$ cat config.mk
export PLATFORM = sky130hd
export DESIGN_NAME = dssed_extremum
export DESIGN_NICKNAME = d
export VERILOG_FILES = /design/src/dssed_pkg.sv /design/src/dssed_extremum.sv
export SDC_FILE = /design/constraint.sdc
export NUM_CORES = 1
export LEC_CHECK = 0
export BUFFER_PORTS_ARGS = -buffer_cell sky130_fd_sc_hd__buf_2
export CELL_PAD_IN_SITES_DETAIL_PLACEMENT = 2
export CELL_PAD_IN_SITES_GLOBAL_PLACEMENT = 2
export CORE_ASPECT_RATIO = 1.1
export CORE_MARGIN = 3
export CORE_UTILIZATION = 35
export DETAILED_ROUTE_END_ITERATION = 10
export GPL_TIMING_DRIVEN = 0
export PLACE_DENSITY_LB_ADDON = 0.05
export SETUP_SLACK_MARGIN = 0.5
export SLEW_MARGIN = 0
export SYNTH_ARGS = -nofsm -noshare
export SYNTH_HDL_FRONTEND = slang
export SYNTH_SLANG_ARGS = --single-unit
$ cat constraint.sdc
create_clock -name vclk -period 10.9
set_clock_uncertainty 0.05 [all_clocks]
set_input_delay 2.18 -clock vclk [all_inputs]
set_output_delay 2.18 -clock vclk [all_outputs]
set_load 0.05 [all_outputs]
$ cat src/dssed_pkg.sv
// Package with the shared types and constants of the DoG extremum detector.
`timescale 1ns / 1ps

package dssed_pkg;

  // Difference layers formed from the six input levels
  localparam int unsigned DOG_LAYERS = 5;
  localparam int unsigned PIX_W      = 8;
  localparam int unsigned DOG_W      = DOG_LAYERS * PIX_W;
  localparam int unsigned WIDTH_W    = 11;
  localparam int unsigned ROW_W      = 12;
  localparam int unsigned COL_OUT_W  = 10;
  localparam int unsigned THR_W      = 8;
  // Wide enough for counter + 1 and for any line length up to 4096
  localparam int unsigned CNT_W      = 13;
  localparam int unsigned CFG_IDX_W  = 2;
  localparam int unsigned CFG_DATA_W = 12;

  // Configuration register indexes
  localparam logic [CFG_IDX_W-1:0] CfgImageWidth  = 2'd0;
  localparam logic [CFG_IDX_W-1:0] CfgImageHeight = 2'd1;
  localparam logic [CFG_IDX_W-1:0] CfgThreshold   = 2'd2;

  localparam logic [WIDTH_W-1:0] WidthReset  = 11'd1024;
  localparam logic [ROW_W-1:0]   HeightReset = 12'd768;
  localparam logic [THR_W-1:0]   ThrReset    = 8'd8;

  // One DoG value per layer
  typedef logic [DOG_LAYERS-1:0][PIX_W-1:0] dog_vec_t;
  // Three rows of one window column, row 0 on top
  typedef dog_vec_t [2:0] dog_col_t;
  // Three window columns, column 0 oldest
  typedef dog_col_t [2:0] dog_win_t;

  // One result request
  typedef struct packed {
    logic             centre_valid;
    logic [ROW_W-1:0] centre_row;
    logic [COL_OUT_W-1:0] centre_col;
    logic             keypoint_scale1;
    logic             keypoint_scale2;
    logic             keypoint_scale3;
  } result_t;

endpackage

$ cat src/dssed_extremum.sv
// Extremum test of the window centre in DoG layers 1, 2 and 3.
`timescale 1ns / 1ps

module dssed_extremum (
  input  dssed_pkg::dog_win_t          win_i,
  input  logic [dssed_pkg::THR_W-1:0]  threshold_i,
  output logic [2:0]                   keypoint_o
);
  import dssed_pkg::*;

  for (genvar g = 0; g < 3; g++) begin : g_layer
    localparam int unsigned L = g + 1;
    logic [PIX_W-1:0] centre;
    logic             none_greater;
    logic             none_smaller;

    assign centre = win_i[1][1][L];

    // 26 independent compares against the centre
    always_comb begin
      none_greater = 1'b1;
      none_smaller = 1'b1;
      for (int l = 0; l < 3; l++) begin
        for (int r = 0; r < 3; r++) begin
          for (int c = 0; c < 3; c++) begin
            if (!(l == 1 && r == 1 && c == 1)) begin
              if (win_i[c][r][L-1+l] > centre) none_greater = 1'b0;
              if (win_i[c][r][L-1+l] < centre) none_smaller = 1'b0;
            end
          end
        end
      end
    end

    assign keypoint_o[g] = (centre > threshold_i) && (none_greater || none_smaller);
  end

endmodule

=== Yosys cells after proc, flatten, opt, wreduce, memory -nomap -nowiden ===
Index checks and enable logic that the tools add are counted.

* Register bits: 0
* Latch bits: 0
* RAM bits: 0
* ROM bits: 0
* Memories: 0

* Add/sub/neg operators: 0
* $mul: 0
* Divide/modulo/power cells: 0
* Order comparisons: 159
* Equal/unequal tests: 0
* Shift-type cells: 0
* Muxes and demuxes: 156
* Bitwise operators: 0
* Reductions and logical operators: 6

{| class="wikitable"
|+ Operator list
! kind !! number
|-
| $gt 8x8->1 || 81
|-
| $lt 8x8->1 || 78
|-
| $mux 1 || 156
|-
| $logic_and 1x1->1 || 3
|-
| $logic_or 1x1->1 || 3
|}

=== Depth between registers and ports, before layout ===
* Depth in word-level cells: 29
* Mapped depth: 10
* Mapped depth without buffers: 10

=== Least setup slack after synthesis ===
OpenSTA, ideal clock, no wires.

* Path type: input to output
* Start: input port win_i[177] (netlist bit)
* End: output port keypoint_o[1]
* Arrival: 5.664 ns
* Path slack: 3.006 ns
* Stages on the path: 10
* Path buffers: 0
* Cell sequence: inv_1 > ha_1 > nor2b_1 > o211ai_1 > a21oi_1 > a2111oi_0 > o2111ai_1 > or4_1 > or4_1 > o22ai_1

* Cells in the longest elaborated chain, start to end: 29

{| class="wikitable"
|+ RTL lines
! item !! line !! text
|-
| from (decl) || dssed_extremum.sv:5 || <nowiki>input dssed_pkg::dog_win_t win_i,</nowiki>
|-
| $gt 8x8->1 or $lt 8x8->1 (tied branches) || dssed_extremum.sv:27, dssed_extremum.sv:28 ||
|-
| $mux 1, on equally long branches (26 in a row) || dssed_extremum.sv:27, dssed_extremum.sv:28 ||
|-
| $logic_or 1x1->1 || dssed_extremum.sv:35 || <nowiki>assign keypoint_o[g] = (centre > threshold_i) && (none_greater || none_smaller);</nowiki>
|-
| $logic_and 1x1->1 * || dssed_extremum.sv:35 ||
|-
| to (decl) || dssed_extremum.sv:7 || <nowiki>output logic [2:0] keypoint_o</nowiki>
|}

Every way passes the cells marked *; elsewhere a longest branch is shown, timed or not.

=== Final worst setup path ===
Same ends and word-level chain as after synthesis.

==> metrics.txt <==
mapped cell area=13,940 um^2; share of layout cells above drive strength 1=18.98%; Boundary Pins=371; final hold slack=5.143 ns; Yosys top cell area share=56.71%; cell area after layout=16,490 um^2; hold buffer count at cts=0; die width=196.3 um; final net count=3,104; total gr overflow=0; Mapped Nets=2,730; fin. max-slew vios=0; CP top delay family=compound AO/OA/AOI/OAI gates; Fin Setup TNS=0 ns; Synth area leaders=ha_1 (57%), a21oi_1 (10%), nand4_1 (7.4%); min Tclk post-route=8.664 ns; commonest non-fill, non-tap cell in the layout=ha_1; FF/Latch Area=0 um^2; hpwl dp=56,200 um; most frequent cells in the layout=ha_1 (632), buf_2 (371), a21oi_1 (292); Worst-Margin Slew=1.115 ns; initial DRC count=697; drc violations=0; Critical Setup Path Class=in2out; number of sequential cells=0; final WL=70,180 um; crit path max fanout=25; first-pass GRT wire length=104,800 um; Crit path buffers/inverters=3; pin count of the biggest net entering global routing=28; Max Cap Viol=0; Seq/Total Area, Yosys=0%; Worst IR Drop VDD=0.02227 mV; DR pass1 iterations=5; GRT Util Overall=31.81%; cell count after synthesis=1,730; clock buffer count in the final layout=0; die height=215.3 um; Die ar.=42,270 um^2; Via Count=16,300; CP max stage delay=0.94 ns; Placer Congestion=0.8888; Vias/cell=6.203; status=completed; pwr dens=44.36 nW/um^2; fillers=4,709; Final Setup Violations=0; Critical Path RT=8.67 ns; Crit. End Element=output port; fmax=0.1154 GHz; Wirelength per Cell=26.71 um; Slowest-stage cell, CP=a2111oi_0; Cell Area, Placed=16,450 um^2; vias in the first global route=17,980; P&R area growth vs syn=18.30%; distinct cell type count after synthesis=44; YS warnings=0; cts repair resizes=0; Critical Path Start Type=input port; Slew HR=23.78%; static leakage=8.217 nW; hold violation count in the final report=0; IO buf count=371; DRT antenna net count=0; Worst Hold Class=in2out; Cell Chain, Critical Path=buf_2 > inv_2 > ha_1 > nor2b_1 > o211ai_1 > a21oi_1 > a2111oi_0 > o2111ai_1 > or4_1 > or4_1 > o22ai_1 > buf_2; cell taking the most area after synthesis=ha_1; Final period util=79.49%; syn avg cell area=8.060 um^2; Post CTS Setup Buffer Count=0; core area=39,270 um^2; Critical Path AT=6.43 ns; Util after Layout=42.00%; Initial Util=35.50%; initial antenna violation count=18; row cnt=76; RSZ-0062 raised after global routing=false
==> layer usage <==
layer	global-route usage, %	share of wire (%)	vias up
met2	57.47	49	450
met5	0	0.093	-
met3	4.516	5.3	139
li1	-	-	7722
met4	11.81	4.4	10
met1	37.95	42	7981
==> synthesized netlist by cell type, types with 4 or more instances <==
library cell  number
ha_1             632
a21oi_1          292
nand4_1          164
o21ai_0          102
nand2_1           98
inv_1             78
o211ai_1          75
nor2b_1           73
nor2_1            37
o22ai_1           31
nand3_1           23
a22oi_1           19
a21o_1            13
o21ai_1           13
a211oi_1          10
o21a_1             8
nor4_1             7
or4_1              6
a2111oi_0          5
nor3_1             5
o2111ai_1          4
o32ai_1            4
==> stage by stage <==
stage          std cells  power (W)  worst slack (ns)
3_5_place_dp        2609  0.0007210             2.190
3_3_place_gp        2608  0.0006651             1.251
6_report            2628  0.0007318             2.236
4_1_cts             2609  0.0007255             2.158
5_1_grt             2619  0.0008226             2.056
2_1_floorplan       1730  0.0004089             3.006
==> layout make-up <==
type | instances | area [um^2] | share of cell area (%)
Tap cell | 507 | 634.4 | 3.846
Timing Repair Buffer | 372 | 1867 | 11.32
Inverter | 80 | 300.3 | 1.821
Antenna cell | 19 | 47.55 | 0.2882
Multi-Input combinational cell | 1650 | 13650 | 82.73
==> power by group <==
group | internal (W) | leakage [nW] | switching (W)
Sequential | 0 | 0 | 0
Combinational | 0.000284 | 8.22 | 0.000448
Clock | 0.000000000196 | 0.000120 | 0
Total | 0.000284 | 8.22 | 0.000448
==> path summary, 6_finish.rpt <==
path	endpoint	depth (start not counted)	from	slack (ns)
worst min-delay path	keypoint_o[0]	5	threshold_i[0]	5.14
worst max-delay path	keypoint_o[1]	12	win_i[177]	2.24
==> cell families after synthesis <==
family	after synthesis	synth area share [%]
AOI/OAI and AO/OA	586	24.20
buffers and inverters	80	2.154
adders and majority gates	632	56.71
and+or+nand+nor	432	16.93
No activity file was read; power rests on OpenSTA's default activity.
