$ cat config.mk
export PLATFORM = sky130hd
export DESIGN_NAME = dssed_out_queue
export DESIGN_NICKNAME = d
export VERILOG_FILES = /design/src/dssed_pkg.sv /design/src/dssed_out_queue.sv
export SDC_FILE = /design/constraint.sdc
export NUM_CORES = 1
export LEC_CHECK = 0
export BUFFER_PORTS_ARGS = -buffer_cell sky130_fd_sc_hd__buf_4
export CORE_UTILIZATION = 25
export DETAILED_ROUTE_END_ITERATION = 10
export GPL_TIMING_DRIVEN = 0
export PLACE_DENSITY_LB_ADDON = 0.08
export SKIP_LAST_GASP = 1
export SLEW_MARGIN = 5
export SYNTH_ARGS = -nofsm -noshare
export SYNTH_HDL_FRONTEND = slang
export SYNTH_SLANG_ARGS = --single-unit
export TNS_END_PERCENT = 20
$ cat constraint.sdc
create_clock -name clk_i -period 2.15 [get_ports clk_i]
set_input_delay 0.1075 -clock clk_i [delete_from_list [all_inputs] [get_ports clk_i]]
set_output_delay 0.1075 -clock clk_i [all_outputs]
set_load 0.01 [all_outputs]
$ cat src/dssed_pkg.sv
// Package with the shared types and constants of the DoG extremum detector.
`timescale 1ns / 1ps

package dssed_pkg;

  // Difference layers formed from the six input levels
  localparam int unsigned DOG_LAYERS = 5;
  localparam int unsigned PIX_W      = 8;
  localparam int unsigned DOG_W      = DOG_LAYERS * PIX_W;
  localparam int unsigned WIDTH_W    = 11;
  localparam int unsigned ROW_W      = 12;
  localparam int unsigned COL_OUT_W  = 10;
  localparam int unsigned THR_W      = 8;
  // Wide enough for counter + 1 and for any line length up to 4096
  localparam int unsigned CNT_W      = 13;
  localparam int unsigned CFG_IDX_W  = 2;
  localparam int unsigned CFG_DATA_W = 12;

  // Configuration register indexes
  localparam logic [CFG_IDX_W-1:0] CfgImageWidth  = 2'd0;
  localparam logic [CFG_IDX_W-1:0] CfgImageHeight = 2'd1;
  localparam logic [CFG_IDX_W-1:0] CfgThreshold   = 2'd2;

  localparam logic [WIDTH_W-1:0] WidthReset  = 11'd1024;
  localparam logic [ROW_W-1:0]   HeightReset = 12'd768;
  localparam logic [THR_W-1:0]   ThrReset    = 8'd8;

  // One DoG value per layer
  typedef logic [DOG_LAYERS-1:0][PIX_W-1:0] dog_vec_t;
  // Three rows of one window column, row 0 on top
  typedef dog_vec_t [2:0] dog_col_t;
  // Three window columns, column 0 oldest
  typedef dog_col_t [2:0] dog_win_t;

  // One result request
  typedef struct packed {
    logic             centre_valid;
    logic [ROW_W-1:0] centre_row;
    logic [COL_OUT_W-1:0] centre_col;
    logic             keypoint_scale1;
    logic             keypoint_scale2;
    logic             keypoint_scale3;
  } result_t;

endpackage

$ cat src/dssed_out_queue.sv
// Small result queue that decouples the pipeline from a stalling receiver.
`timescale 1ns / 1ps

module dssed_out_queue (
  input  logic                clk_i,
  input  logic                rst_ni,
  input  logic                push_i,
  input  dssed_pkg::result_t  push_data_i,
  input  logic                pending_i,
  output logic                in_stall_o,
  output logic                out_valid_o,
  input  logic                out_stall_i,
  output dssed_pkg::result_t  out_data_o
);
  import dssed_pkg::*;

  localparam int unsigned DEPTH = 4;
  localparam int unsigned PW    = $clog2(DEPTH);

  result_t         entries_q [DEPTH];
  logic [PW-1:0]   wptr_q, rptr_q;
  logic [PW:0]     count_q;
  logic            pop;

  assign out_valid_o = (count_q != '0);
  assign out_data_o  = entries_q[rptr_q];
  assign pop         = out_valid_o && !out_stall_i;

  // Leave room for a request in flight plus one more
  assign in_stall_o = ((PW+1)'(count_q) + (PW+1)'(pending_i)) >= (PW+1)'(DEPTH - 1);

  // Entry storage
  always_ff @(posedge clk_i) begin
    if (push_i) begin
      entries_q[wptr_q] <= push_data_i;
    end
  end

  // Pointers and fill level
  always_ff @(posedge clk_i or negedge rst_ni) begin
    if (!rst_ni) begin
      wptr_q  <= '0;
      rptr_q  <= '0;
      count_q <= '0;
    end else begin
      if (push_i) wptr_q <= wptr_q + PW'(1);
      if (pop)    rptr_q <= rptr_q + PW'(1);
      count_q <= count_q + (PW+1)'(push_i) - (PW+1)'(pop);
    end
  end

endmodule

---- Word level (Yosys, flattened, before mapping) ----
Memories as Yosys holds them, arrays and structs flattened.
Cells that the tools add are included.
storage, ports and cells
  register bits after elaboration ......... 7
  RAM bits ................................ 104
  output and inout bits ................... 28
  word-level logic and storage cells ...... 15
  memories ................................ 1
memories
  memory     depth  width  rd ports  clocked after Yosys merged registers in  write ports  RTL line               source
  entries_q  4      26     1         0                                        1            dssed_out_queue.sv:20  result_t entries_q [DEPTH];
operators by class
  add/sub/neg operators ................... 5
  magnitude comparators ................... 1
  muxes and demuxes ....................... 2
  reductions and logical operators ........ 3
operators with widths
  cell                   count
  $add A3 B1 Y3          2
  $add A2 B1 Y2 const B  2
  $ge A3 B2 Y1 const B   1
  $reduce_bool A3 Y1     1
  $sub A3 B1 Y3          1
  $mux W1                2
  $logic_and A1 B1 Y1    1
  $logic_not A1 Y1       1

---- Depth between registers and ports, before layout ----
  word-level depth ........................ 3
  mapped depth ............................ 9

---- Worst setup path after synthesis ----
No wires, ideal clock.
  path kind ............................... register to register
  start point ............................. reg count_q[1]
  end point ............................... reg count_q[2]
  setup time .............................. 0.123 ns
  arrival ................................. 1.890 ns
  setup slack ............................. 0.137 ns
  cell stages (with the launch flop) ...... 10
  buffers on the path ..................... 0
  clock period less this slack ............ 2.013 ns
  path through ............................ dfrtp_1 > nor3_1 > nor2_1 > ha_1 > inv_1 > ha_1 > inv_1 > fa_1 > xnor2_1 > xnor2_1
on the way
  word-level cells in the longest chain between the ends .. 3
RTL lines
  element                 RTL line               source
  start, declared         dssed_out_queue.sv:22  logic [PW:0] count_q;
  start signal, assigned  dssed_out_queue.sv:48  count_q <= count_q + (PW+1)'(push_i) - (PW+1)'(pop);
  $reduce_bool A3 Y1      dssed_out_queue.sv:25  assign out_valid_o = (count_q != '0);
  $logic_and A1 B1 Y1     dssed_out_queue.sv:27  assign pop = out_valid_o && !out_stall_i;
  via pop                 dssed_out_queue.sv:23  logic pop;
  $sub A3 B1 Y3           dssed_out_queue.sv:48
The timed path passes the listed nets, and every way through them passes these cells.
A chain may end at the register's enable or synchronous reset.

---- Worst setup path in the final report ----
  start point ............................. reg count_q[0]
  end point ............................... reg count_q[2]
Same word-level chain as after synthesis.

==> impl_metrics.yaml <==
outcome:
  status: "finished clean"
routing:
  vias: 2006
  wire_per_inst_microns: 16.87
  vias_per_cell: 4.012
  postRouteAntennaNets: 0
  drc: 0
  drt_wl_total_microns: 8433
  drtIter0Drc: 80
  dr.pass1.iters: 4
synth:
  synth_edf_count: 104
  synth_top_cell_area_share: 0.7372
  syn_area_sq_mm: 0.004237
  synthFlopType: "edfxtp_1"
  synth-seq-cells: 111
  async_flop_share: 0.06306
  synth_area_leaders: "edfxtp_1 (74%), mux4_2 (9.6%), mux4_1 (5.0%)"
  seq_area_frac_synth: 0.7785
  postSynthCellCount: 176
  syn_avg_cell_area_sq_um: 24.07
  post-synth-top-area-cell: "edfxtp_1"
  syn-num-nets: 216
  ys_top_cells_by_count: "edfxtp_1 (104), mux4_2 (18), ha_1 (8), mux4_1 (8)"
  yosys.cell_count.top_type: "edfxtp_1"
  synth.distinct_cells: 18
  yosysWarningCount: 0
run:
  max-cap-violations: 0
clock_tree:
  clock_sinks: 111
  numCtsBuffers: 9
  cts_root_buf: "clkbuf_16"
  clkTransAtPathRegs_ns: 0.07
  clk_latency_ns: 0.35
  cts.path.max_buffers: 2
  cts_tree: "yes"
  htreeDepth: 3
sta:
  slew_headroom: 0.4660
  clock.fmax_mhz: 509.2
  finalSetupViolCount: 0
  period_share: 0.9134
  min_period_ns: 1.964
  hold_slack_ns: 0.04128
  tightestPinTransition_ns: 0.8010
  fin_skew_ns: 0.008465
  hold_viol_final: 0
  finalMaxSlewViolations: 0
  rsz0062_at_grt: "false"
setup_path:
  worstPathMaxFanout: 3
  crit_family: "adder cells"
  crit_chain: "nor3_4 > nor2_1 > ha_1 > inv_1 > ha_1 > inv_1 > fa_2 > xnor2_2 > xnor2_1"
  path_depth: 9
  crit_path_end_kind: "flop"
  critPathLaunchType: "flop"
  crit_path_top_delay_cell: "dfrtp_1"
  worstPathRequired_ns: 2.38
  cpPeakStageDelay_ns: 0.43
  arrival_ns: 2.20
  r2r_slack_ns: 0.19
  critPathKind: "reg -> reg"
  r2r_cells: 9
  path_buf_inv: 2
hold_path:
  min_path_type: "in -> reg"
  hold_depth: 3
cells_and_area:
  seq_area_sq_mm: 0.003299
  multiInputGateArea_sq_um: 872.1
  n_fill_cell: 1614
  drive_gt1_frac: 0.3821
  fin_cells: 500
  area.growth.synth_to_final_pct: 31.22
  fin_nets: 315
  diodes: 0
  finalInstanceArea_sq_mm: 0.005559
power:
  ir_drop_uv: 562.2
  p_leak_nw: 1.971
  powerDensity_mw_per_mm2: 1269
grt:
  grt_overflow: 0
  grt_max_degree: 27
  antenna_found_initial: 0
  grt_pass1_wl_microns: 12850
  track_usage: 0.1033
  grt_pass1_vias: 2195
placement:
  placed_cell_area_sq_mm: 0.004952
  hpwl_microns: 4862
  place_inst: 454
  io_buffers: 58
  globalplace.congestion: 0.6666
die:
  core_area_sq_mm: 0.01658
  die_h_microns: 132.2
  die_area_sq_mm: 0.01747
  fp-row-count: 47
  io_pins: 59
  die_w_microns: 132.2
  initial_core_util: 0.2555
[path summary, 6_finish.rpt]
path	startpoint	to
max in group asynchronous	rst_ni	count_q[1]
setup reg to reg	count_q[0]	count_q[2]
hold reg to reg	wptr_q[0]	wptr_q[0]
hold / removal	out_stall_i	rptr_q[1]
min in group asynchronous	rst_ni	count_q[0]
setup / recovery	count_q[0]	count_q[2]
[timing repair]
action | in CTS | in global routing
pin swaps | 0 | 2
endpoints found under the setup margin | 1 | 1
setup buffers | 0 | 2
endpoints found under the hold margin | 112 | 0
hold buffers | 28 | 0
gates resized for setup | 1 | 4
[metal layers]
| layer | up-vias | GRT usage | part of all wire |
|---|---|---|---|
| met5 | - | 0 | 0 |
| met4 | 0 | 0.05939 | 0.024 |
| met3 | 12 | 0.02345 | 0.034 |
| met2 | 48 | 0.1711 | 0.50 |
| met1 | 1025 | 0.1239 | 0.44 |
| li1 | 921 | - | - |
[cells by family after synthesis]
logic type	share of synthesized area
buffers and inverters	0.02185
DFF	0.7785
AOI/OAI and AO/OA	0.001180
and+or+nand+nor	0.01240
adders and majority gates	0.02835
xor gates and xnor gates	0.01241
muxes	0.1453
[layout by cell type, fill, tap and decap left out, types with 4 or more instances in the layout]
| cell type | count |
|---|---|
| mux4_2 | 18 |
| clkbuf_16 | 9 |
| buf_4 | 60 |
| dfrtp_1 | 6 |
| ha_1 | 8 |
| mux4_1 | 8 |
| and2_2 | 4 |
| inv_1 | 7 |
| edfxtp_1 | 104 |
| dlygate4sd3_1 | 28 |
[report_power, final]
part	switching [W]	total, W	internal (W)	leakage [nW]
Sequential	0.000130	0.00298	0.00285	1.04
Combinational	0.00117	0.00243	0.00126	0.796
Clock	0.000751	0.00164	0.000894	0.139
[flip-flops by register name, indices dropped and copies added (netlist names)]
signal / count
entries_q: 104
count_q: 3
rptr_q: 2
wptr_q: 2
[tightest hold or removal path, stage by stage]
cell     delay (ns)
buf_4          0.08
nor3b_1        0.05
xor2_1         0.11
[final cells by class]
cell class,instances,area share
flip-flops and latches,111,0.5935
multi-input cells,52,0.1569
repair buffers,88,0.1314
well taps,220,0.04952
clock buffers,9,0.04051
plain buffers,6,0.01193
clock inverters,7,0.01148
inverters,7,0.004727
[stage by stage]
step / setup slack (ns) / total power [W] / setup TNS, ns / util
after floorplan: 0.1370 / 0.004412 / 0 / -
after global placement: -0.2188 / 0.005441 / -16.20 / 0.2983
after detailed placement: -0.02983 / 0.005445 / -0.02983 / 0.2986
after CTS: 0.02826 / 0.007156 / 0 / 0.3333
after global routing: 0.03657 / 0.007475 / 0 / 0.3352
final: 0.1862 / 0.007056 / 0 / 0.3352
Power figures use the tool's default switching activity.
